<file path="src/sv/swfs_pkg.sv">
`default_nettype none
package swfs_pkg;

    localparam int WIN_DEPTH  = 1024;
    localparam int ADDR_W     = $clog2(WIN_DEPTH);
    localparam int CNT_W      = ADDR_W + 1;
    localparam int FRAME_W    = 23;
    localparam int HEAP_W     = 31;
    localparam int SUM_W      = FRAME_W + CNT_W;
    localparam int DEN_W      = 24;
    localparam int FPS_W      = 30;
    localparam int SPIKE_W    = 32;
    localparam int LEN_W      = 11;
    localparam int CFG_IDX_W  = 8;
    localparam int CFG_DATA_W = 23;
    localparam int S_DATA_W   = 56;
    localparam int M_DATA_W   = 256;

    localparam int DEF_LEN_I  = (600 > WIN_DEPTH) ? WIN_DEPTH : 600;
    localparam logic [CNT_W-1:0] DEF_LEN   = CNT_W'(DEF_LEN_I);
    localparam logic [CNT_W-1:0] DEPTH_CNT = CNT_W'(WIN_DEPTH);

    localparam logic [FPS_W-1:0]   FPS_NUM     = 30'd1048576000;
    localparam logic [SPIKE_W-1:0] SPIKE_MAX   = '1;

    // floor(95n/100) and floor(99n/100) as n * K >> 24, K = rank * ceil(2^24/100);
    // exact for every n up to the window depth
    localparam int RANK_SHIFT = 24;
    localparam int PROD_W     = CNT_W + RANK_SHIFT;
    localparam logic [RANK_SHIFT-1:0] RANK95_K = 24'd15938435;
    localparam logic [RANK_SHIFT-1:0] RANK99_K = 24'd16609527;

    localparam logic [CFG_IDX_W-1:0] CFG_WINDOW_LENGTH   = 8'd0;
    localparam logic [CFG_IDX_W-1:0] CFG_SPIKE_THRESHOLD = 8'd1;

    typedef enum logic [3:0] {
        S_IDLE,
        S_RING_RD,
        S_RING_CAP,
        S_SCAN_RD,
        S_SCAN_CHK,
        S_SHIFT_RD,
        S_SHIFT_WR,
        S_RING_WR,
        S_INS_RD,
        S_INS_CHK,
        S_DIV_GO,
        S_DIV_WAIT,
        S_RD_STAT,
        S_CAP_STAT,
        S_OUT
    } seq_state_t;

    typedef enum logic [0:0] {
        OP_AVG,
        OP_FPS
    } div_op_t;

    typedef enum logic [1:0] {
        ST_MIN,
        ST_MAX,
        ST_P95,
        ST_P99
    } stat_op_t;

    typedef struct packed {
        logic             start;
        logic [SUM_W-1:0] dividend;
        logic [DEN_W-1:0] divisor;
    } div_req_t;

    typedef struct packed {
        logic             done;
        logic [SUM_W-1:0] quotient;
    } div_rsp_t;

endpackage
`default_nettype wire

</file>
<file path="src/sv/swfs_div.sv">
`default_nettype none
module swfs_div
    import swfs_pkg::*;
(
    input  wire logic     aclk,
    input  wire logic     aresetn,
    input  wire div_req_t req,
    output div_rsp_t      rsp
);

    localparam int CNT_BITS = $clog2(SUM_W + 1);

    logic                busy_reg, busy_next;
    logic                done_reg, done_next;
    logic [CNT_BITS-1:0] cnt_reg, cnt_next;
    logic [DEN_W-1:0]    rem_reg, rem_next;
    logic [SUM_W-1:0]    quo_reg, quo_next;
    logic [DEN_W-1:0]    den_reg, den_next;

    logic [DEN_W:0] trial;
    logic [DEN_W:0] diff;
    logic           ge;

    // one quotient bit per cycle, restoring
    assign trial = {rem_reg, quo_reg[SUM_W-1]};
    assign diff  = trial - {1'b0, den_reg};
    assign ge    = trial >= {1'b0, den_reg};

    always_comb begin
        busy_next = busy_reg;
        done_next = 1'b0;
        cnt_next  = cnt_reg;
        rem_next  = rem_reg;
        quo_next  = quo_reg;
        den_next  = den_reg;
        if (req.start) begin
            busy_next = 1'b1;
            cnt_next  = CNT_BITS'(SUM_W);
            rem_next  = '0;
            quo_next  = req.dividend;
            den_next  = req.divisor;
        end else if (busy_reg) begin
            rem_next = ge ? diff[DEN_W-1:0] : trial[DEN_W-1:0];
            quo_next = {quo_reg[SUM_W-2:0], ge};
            cnt_next = cnt_reg - 1'b1;
            if (cnt_reg == CNT_BITS'(1)) begin
                busy_next = 1'b0;
                done_next = 1'b1;
            end
        end
    end

    always_ff @(posedge aclk) begin
        if (!aresetn) begin
            busy_reg <= 1'b0;
            done_reg <= 1'b0;
            cnt_reg  <= '0;
        end else begin
            busy_reg <= busy_next;
            done_reg <= done_next;
            cnt_reg  <= cnt_next;
        end
        rem_reg <= rem_next;
        quo_reg <= quo_next;
        den_reg <= den_next;
    end

    assign rsp.done     = done_reg;
    assign rsp.quotient = quo_reg;

endmodule
`default_nettype wire

</file>
<file path="config.mk">
export PLATFORM = sky130hd
export DESIGN_NAME = swfs_div
export DESIGN_NICKNAME = d
export VERILOG_FILES = /design/src/sv/swfs_pkg.sv /design/src/sv/swfs_div.sv
export SDC_FILE = /design/constraint.sdc
export NUM_CORES = 1
export LEC_CHECK = 0
export BUFFER_PORTS_ARGS = -buffer_cell sky130_fd_sc_hd__buf_4
export CAP_MARGIN = 20
export CORE_MARGIN = 1.5
export CORE_UTILIZATION = 28
export DETAILED_ROUTE_END_ITERATION = 10
export PLACE_DENSITY = 0.52
export SYNTH_ARGS = -nofsm -noshare
export SYNTH_HDL_FRONTEND = slang
export SYNTH_SLANG_ARGS = --single-unit
</file>
<file path="constraint.sdc">
create_clock -name aclk -period 6.86 [get_ports aclk]
set_clock_uncertainty 0.2 [all_clocks]
set_input_delay 0.686 -clock aclk [delete_from_list [all_inputs] [get_ports aclk]]
set_output_delay 0.686 -clock aclk [all_outputs]
set_load 0.02 [all_outputs]
</file>
### Word-level counts from Yosys, hierarchy flattened

Cells that the tools add are included.

* flip-flop bits (word level): 90
* bits in latches: 0
* memory bits (writable): 0
* memory bits (read-only): 0
* memories: 0

* add/subtract/negate cells: 2
* $mul: 0
* div/mod/pow operators: 0
* order comparisons: 1
* equality and inequality tests: 1
* shifts and indexed selects: 0
* muxes and demuxes: 9
* bitwise logic cells: 2
* reductions and logical operators: 3

Operators with widths (number)
* 34-bit two-way mux: 2
* 25-bit by 24-bit greater-or-equal comparator with 1-bit output: 1
* 24-bit two-way mux: 1
* 24-bit subtractor: 1
* 6-bit two-way mux: 2
* 6-bit by 1-bit == test with 1-bit output (second input constant): 1
* 6-bit by 1-bit subtractor with 6-bit output (second input constant): 1
* 1-bit two-way mux: 4
* 3-bit OR reduction: 1
* 1-bit inverter: 2
* 2-bit nonzero test: 1
* 2-bit OR reduction: 1

### Logic depth before layout (Yosys ltp)

Gate-level depths: netlist of the first run.

* depth after elaboration: 4
* depth in mapped cells: 13
* gate-level depth less buffers: 11

### Worst setup path before layout of the first run

No wires, ideal clock.

* path kind: register to register
* start: register quo_reg[33]
* end: register rem_reg[12]
* setup time: 136 ps
* data arrival time: 2445 ps
* required time: 6524 ps
* slack: 4078 ps
* cell stages (with the launch flop): 13
* path buffers: 2
* cell sequence: edfxtp_1 inv_1 ha_1 nand4_1 nor4_1 or4b_1 a211oi_2 o211ai_1 and2_1 buf_6 buf_4 nor3_1 nor4_2

* word-level cells in the longest chain between the ends: 2
* elaborated cells on any way between the ends: 3
* those cells by class: add/sub: 1; order compare: 1; mux: 1

RTL lines
* start, declared: line swfs_div.sv:17 `logic [SUM_W-1:0] quo_reg, quo_next;`
* start signal, assigned: line swfs_div.sv:64 `quo_reg <= quo_next;`
* 24-bit subtractor or 25-bit by 24-bit greater-or-equal comparator with 1-bit output (tied branches): line swfs_div.sv:26, swfs_div.sv:27
* 24-bit two-way mux *: line swfs_div.sv:43 `rem_next = ge ? diff[DEN_W-1:0] : trial[DEN_W-1:0];`
* end signal, assigned: line swfs_div.sv:63 `rem_reg <= rem_next;`
* end, declared: line swfs_div.sv:16 `logic [DEN_W-1:0] rem_reg, rem_next;`

Every way passes the cells marked *; elsewhere a longest branch is shown, timed or not.
A chain may end at the register's enable or synchronous reset.

### Worst setup path in the final report of the first run

* start: register den_reg[6]
* end: register rem_reg[23]

* word-level cells in the longest chain between the ends: 2
* elaborated cells on any way between the ends: 3
* those cells by class: add/sub: 1; order compare: 1; mux: 1

RTL lines
* start, declared: line swfs_div.sv:18 `logic [DEN_W-1:0] den_reg, den_next;`
* start signal, assigned: line swfs_div.sv:65 `den_reg <= den_next;`
* 24-bit subtractor or 25-bit by 24-bit greater-or-equal comparator with 1-bit output (tied branches): line swfs_div.sv:26, swfs_div.sv:27
* 24-bit two-way mux *: line swfs_div.sv:43

Marks and branches as above.

==> impl_metrics.env, run 1 <==
export IMPL_ir_worst_vdd_mv=0.1095
export IMPL_diodes=0
export IMPL_die_h_um=137.2
export IMPL_grt_pass1_wl_um=19810
export IMPL_ys_warn_count=0
export IMPL_finalHoldViolations=0
export IMPL_dp_hpwl_um=8726
export IMPL_worstPathMaxFanout=24
export IMPL_reg2reg_to="rem_reg[23]"
export IMPL_grt_max_degree=47
export IMPL_synthesis_instances=485
export IMPL_ys_ff_latch=90
export IMPL_layout_common_cells="buf_4, edfxtp_1, nor2_1"
export IMPL_numPortBuffers=95
export IMPL_maxCapViolCount=0
export IMPL_yosysSeqAreaShare=0.4727
export IMPL_htreeDepth=3
export IMPL_slew_viol_final=0
export IMPL_period_needed_ns=3.414
export IMPL_async_flop_share=0
export IMPL_coreArea_sq_mm=0.01742
export IMPL_vias_per_cell=4.810
export IMPL_hold_end="rem_reg[14]"
export IMPL_post_cts_setup_buffers=0
export IMPL_area_delta_synth_final_pct=23.86
export IMPL_post_cts_resized=0
export IMPL_die_x_um=137.2
export IMPL_finalSetupViolCount=0
export IMPL_cts_buffer_depth=2
export IMPL_stdcell_count=802
export IMPL_setup_worst_path_class="reg -> reg"
export IMPL_cts_root_buf="clkbuf_16"
export IMPL_final_net_count=660
export IMPL_routed_wl_um=12270
export IMPL_initial_utilization=0.2894
export IMPL_crit_chain="inv_1 -> ha_1 -> nand4_1 -> nor4_1 -> or4b_1 -> a211oi_2 -> o211ai_1 -> and2_1 -> o21ai_1 -> a311oi_1"
export IMPL_clk_pin_slew_worst_paths_ns=0.07
export IMPL_hold_path_class="reg -> reg"
export IMPL_ant_nets=0
export IMPL_cts_made_buffers=9
export IMPL_worst_r2r_cell_count=10
export IMPL_syn_area_sq_mm=0.005040
export IMPL_crit_path_max_incr_delay_ns=0.87
export IMPL_fmax_ghz=0.2929
export IMPL_finalCritPeriodShare=0.4977
export IMPL_avgSynthCellArea_sq_um=10.39
export IMPL_critPathRequiredTime_ns=6.91
export IMPL_cp_top_family="simple AND/OR/NAND/NOR gates"
export IMPL_finalWeightedCongestion=0.8254
export IMPL_max_slew_margin=0.3061
export IMPL_largest_reg_flops=34
export IMPL_rows=48
export IMPL_synthesis_nets=573
export IMPL_outcome="finished, final reports clean"
export IMPL_synth_edf_count=58
export IMPL_drc_errors=0
export IMPL_tightest_slew_ns=1.041
export IMPL_holdPathStages=2
export IMPL_endpoint_kind="flop"
export IMPL_first_pass_iters=4
export IMPL_rsz0062_at_grt="false"
export IMPL_power_leakage_nw=2.533
export IMPL_tritoncts="yes"
export IMPL_die_area_sq_mm=0.01881
export IMPL_fin_ws_ns=3.446
export IMPL_overflow=0
export IMPL_vias=3858
export IMPL_drt_initial_drc_count=180
export IMPL_start_kind="flop"
export IMPL_clock_sinks=90
export IMPL_cp_arrival_ns=3.46
export IMPL_rrSetupSlack_ns=3.45
export IMPL_cpMaxStageDelayCell="and2_1"
export IMPL_power_density_mw_per_mm2=244.9
export IMPL_ys_types=64
export IMPL_clock_latency_ns=0.35
export IMPL_grt_pass1_vias=3771
export IMPL_drive_gt1_frac=0.2704
export IMPL_place_ws_ns=3.476
export IMPL_antenna_found_initial=0
export IMPL_pin_count=96
export IMPL_synth_ff_type="edfxtp_1"
export IMPL_critPathBufInv=1
export IMPL_grt_usage=0.1379
export IMPL_wl_per_cell_um=15.29
export IMPL_place_inst=786
export IMPL_min_delay_start="rem_reg[13]"
export IMPL_postCtsHoldBufs=0
export IMPL_r2r_start="den_reg[6]"
export IMPL_layout_commonest_cell="buf_4"
export IMPL_tns_ns=0
-- Yosys cell counts, types with 4 or more instances --
master	instances	area (sq um)
buf_4	4	30.03
o21a_1	5	37.54
o21ai_1	8	40.04
nand2_1	44	165.2
xnor2_1	15	131.4
nor4_1	4	25.02
nor2_1	46	172.7
mux2_2	33	371.6
o21ai_0	12	60.06
a21o_1	4	30.03
nand3b_1	4	30.03
nor2b_1	4	25.02
xor2_1	5	43.79
clkbuf_1	13	48.80
a311oi_1	13	113.9
a211oi_1	7	52.55
nand3_1	10	50.05
nand4_1	4	25.02
inv_1	35	131.4
o21bai_1	4	30.03
edfxtp_1	58	1742
ha_1	26	325.3
and2_1	4	25.02
dfxtp_1	32	640.6
nor3_1	9	45.04
a21oi_1	27	135.1
-- through the flow --
stage | total power, mW | hold WS [ns] | area, sq um | util
floorplan | 0.9167 | 0.2671 | 5040 | -
global placement | 1.028 | 0.2894 | 5941 | 0.3411
detailed placement | 1.032 | 0.2938 | 5941 | 0.3411
CTS | 1.547 | 0.2928 | 6242 | 0.3584
global route | 1.609 | 0.2935 | 6242 | 0.3584
finish | 1.529 | 0.2999 | 6242 | 0.3584
-- cell families after synthesis --
| logic type | count (synthesis) | share of synthesized area |
|---|---|---|
| AO/OA/AOI/OAI | 109 | 0.1562 |
| buffers and inverters | 57 | 0.04916 |
| XOR/XNOR | 20 | 0.03476 |
| AND/OR/NAND/NOR | 145 | 0.1368 |
| multiplexers | 37 | 0.08193 |
| adder cells (fa/ha/maj) | 27 | 0.06852 |
| flip-flops | 90 | 0.4727 |
-- how the worst max path moves through the flow --
| stage | from | end | slack [ns] | depth (start not counted) |
|---|---|---|---|---|
| 2_1_floorplan | quo_reg[33] | rem_reg[12] | 4.08 | 12 |
| 3_3_place_gp | den_reg[7] | rem_reg[12] | 3.62 | 10 |
| 3_5_place_dp | den_reg[7] | rem_reg[23] | 3.48 | 10 |
| 4_1_cts | den_reg[6] | rem_reg[23] | 3.44 | 10 |
| 5_1_grt | den_reg[6] | rem_reg[15] | 3.20 | 10 |
| 6_report | den_reg[6] | rem_reg[23] | 3.45 | 10 |
-- power breakdown --
part | switching, mW | internal, mW
clock network | 0.216 | 0.292
registers | 0.0263 | 0.631
logic | 0.204 | 0.159
total | 0.447 | 1.08
-- metal layers --
metal,part of all wire,vias up,track usage
met2,0.51,51,0.2356
li1,-,1943,-
met1,0.45,1846,0.1687
met3,0.026,18,0.02815
met4,0.020,0,0.05731
met5,0,-,0
-- worst reg2reg max path, delay by kind of cell (launching register included) --
kind / cells / cell delay (ns)
adder cells (fa/ha/maj): 1 / 0.38
AO/OA/AOI/OAI: 4 / 0.84
AND/OR/NAND/NOR: 4 / 1.53
flip-flops: 1 / 0.32
buffers and inverters: 1 / 0.04
-- layout make-up --
cell class                      instances  area [sq um]
Fill cell                            1793         11170
Multi-Input combinational cell        338          2410
Sequential cell                        90          2382
Timing Repair Buffer                   98         735.7
Clock buffer                           14         286.5
Tap cell                              225         281.5
Inverter                               35         131.4
Clock inverter                          2         15.01
Note: power is estimated with default switching activity, not from simulation.
==> run 2, diff against run 1 <==
==> constraint.sdc (replaced) <==
create_clock -name aclk -period 3.4 [get_ports aclk]
set_clock_uncertainty 0.2 [all_clocks]
set_input_delay 0.34 -clock aclk [delete_from_list [all_inputs] [get_ports aclk]]
set_output_delay 0.34 -clock aclk [all_outputs]
set_load 0.02 [all_outputs]
==> run 2 against run 1 <==
Against the previous run:
- non-clock buffer count is 30 higher
- total power is 100% higher
- clock-buffer cell count fell by 5
- clock power up 98%
- routed wire length shrank 1.7%
- combinational power is 110% higher
- die area unchanged
- sequential share of layout area fell by 1.7 points
- critical path type unchanged
- largest cell class unchanged
==> impl_metrics.env, run 2 (synthesis results as in run 1) <==
export IMPL_clock_sinks=90
export IMPL_setup_worst_path_class="reg -> reg"
export IMPL_cp_arrival_ns=3.03
export IMPL_finalHoldViolations=0
export IMPL_coreArea_sq_mm=0.01742
export IMPL_clk_pin_slew_worst_paths_ns=0.07
export IMPL_htreeDepth=3
export IMPL_finalCritPeriodShare=0.8751
export IMPL_slew_viol_final=0
export IMPL_power_total_mw=3.102
export IMPL_period_needed_ns=2.975
export IMPL_post_cts_resized=0
export IMPL_endpoint_kind="flop"
export IMPL_switching_share=0.2935
export IMPL_wl_per_cell_um=14.50
export IMPL_cts_buffer_depth=2
export IMPL_fmax_ghz=0.3361
export IMPL_vias_per_cell=4.726
export IMPL_first_pass_iters=4
export IMPL_comb_power_share=0.247
export IMPL_layout_common_cells="buf_4, edfxtp_1, nor2_1"
export IMPL_worstPathMaxFanout=20
export IMPL_routed_wl_um=12060
export IMPL_finalWeightedCongestion=0.8589
export IMPL_final_net_count=690
export IMPL_maxCapViolCount=0
export IMPL_final_cell_area_sq_mm=0.006533
export IMPL_rsz0062_at_grt="false"
export IMPL_p_clk_frac=0.326
export IMPL_pin_count=96
export IMPL_overflow=0
export IMPL_detailed_place_area_sq_mm=0.005998
export IMPL_grt_pass1_vias=3937
export IMPL_clock_latency_ns=0.35
export IMPL_initial_utilization=0.2894
export IMPL_startpoint="den_reg[11]"
export IMPL_p_sw_mw=0.9104
export IMPL_largest_reg_flops=34
export IMPL_rows=48
export IMPL_r2r_start="den_reg[11]"
export IMPL_dp_hpwl_um=8829
export IMPL_tightest_slew_ns=0.5829
export IMPL_cts_made_buffers=9
export IMPL_antenna_found_initial=0
export IMPL_die_x_um=137.2
export IMPL_ant_nets=0
export IMPL_start_kind="flop"
export IMPL_grt_pass1_wl_um=19930
export IMPL_p_int_mw=2.191
export IMPL_die_area_sq_mm=0.01881
export IMPL_area_delta_synth_final_pct=29.62
export IMPL_seq_power_share=0.427
export IMPL_tritoncts="yes"
export IMPL_drt_initial_drc_count=260
export IMPL_vias=3932
export IMPL_min_delay_start="aresetn"
export IMPL_holdWs_ns=0.01810
export IMPL_numPortBuffers=95
export IMPL_diodes=0
export IMPL_tns_ns=0
export IMPL_drc_errors=0
export IMPL_max_slew_margin=0.6100
export IMPL_outcome="finished, final reports clean"
export IMPL_hold_path_class="in -> reg"
export IMPL_ir_worst_vdd_mv=0.2177
export IMPL_grt_usage=0.1369
export IMPL_power_density_mw_per_mm2=474.8
export IMPL_drive_gt1_frac=0.2702
export IMPL_cts_root_buf="clkbuf_16"
export IMPL_die_h_um=137.2
export IMPL_layout_commonest_cell="buf_4"
export IMPL_critPathRequiredTime_ns=3.46
export IMPL_grt_max_degree=44
export IMPL_power_leakage_nw=2.660
export IMPL_finalSetupViolCount=0
## run 2: final timing paths
kind | to | slack (ns) | cells past startpoint
max | rem_reg[12] | 0.42 | 11
min | cnt_reg[5] | 0.02 | 2
max reg2reg | rem_reg[12] | 0.42 | 11
min reg2reg | rem_reg[14] | 0.30 | 2
## run 2: cell type report
type                       count  area [sq um]
sequential                    90          2382
inverter                      35         131.4
fill                        1714         10880
multi-input combinational    338          2410
clock inverter                 7         68.82
tap                          225         281.5
timing repair buffer         128          1033
clock buffer                   9         225.2
## run 2: worst max-delay path: stages (launching register included)
cell and delay (ns):
edfxtp_1 0.32, inv_1 0.04, ha_1 0.38, nand4_1 0.15, nor4_1 0.06, or4b_1 0.48
a211oi_2 0.21, o211ai_1 0.16, and2_1 0.30, buf_12 0.20, and3_4 0.17, nor4_2 0.22
## run 2: power by group through the flow
stage,Combinational (mW),Clock [mW],Sequential (mW)
2_1_floorplan,0.457,0,1.39
5_1_grt,0.843,1.08,1.34
3_3_place_gp,0.744,0,1.35
6_report,0.765,1.01,1.33
3_5_place_dp,0.746,0,1.35
4_1_cts,0.772,1.04,1.33
## run 2: stage by stage
stage / util / setup slack (ns) / cells
6_report: 0.3751 / 0.4248 / 832
5_1_grt: 0.3751 / 0.1816 / 832
4_1_cts: 0.3751 / 0.3790 / 832
3_5_place_dp: 0.3444 / 0.4039 / 792
3_3_place_gp: 0.3444 / 0.4334 / 792
2_1_floorplan: - / 0.6183 / 485
## run 2: repair_timing
item                                   in CTS  in global routing
endpoints found under the hold margin      24                  0
buffers inserted                            0                  0
hold buffers                               24                  0
## run 2: metal layers
metal	track usage	share of wire	up-vias
met5	0	0	-
met4	0.05029	0.017	0
met3	0.02704	0.020	18
met2	0.2281	0.49	38
met1	0.1754	0.47	1871
li1	-	-	2005
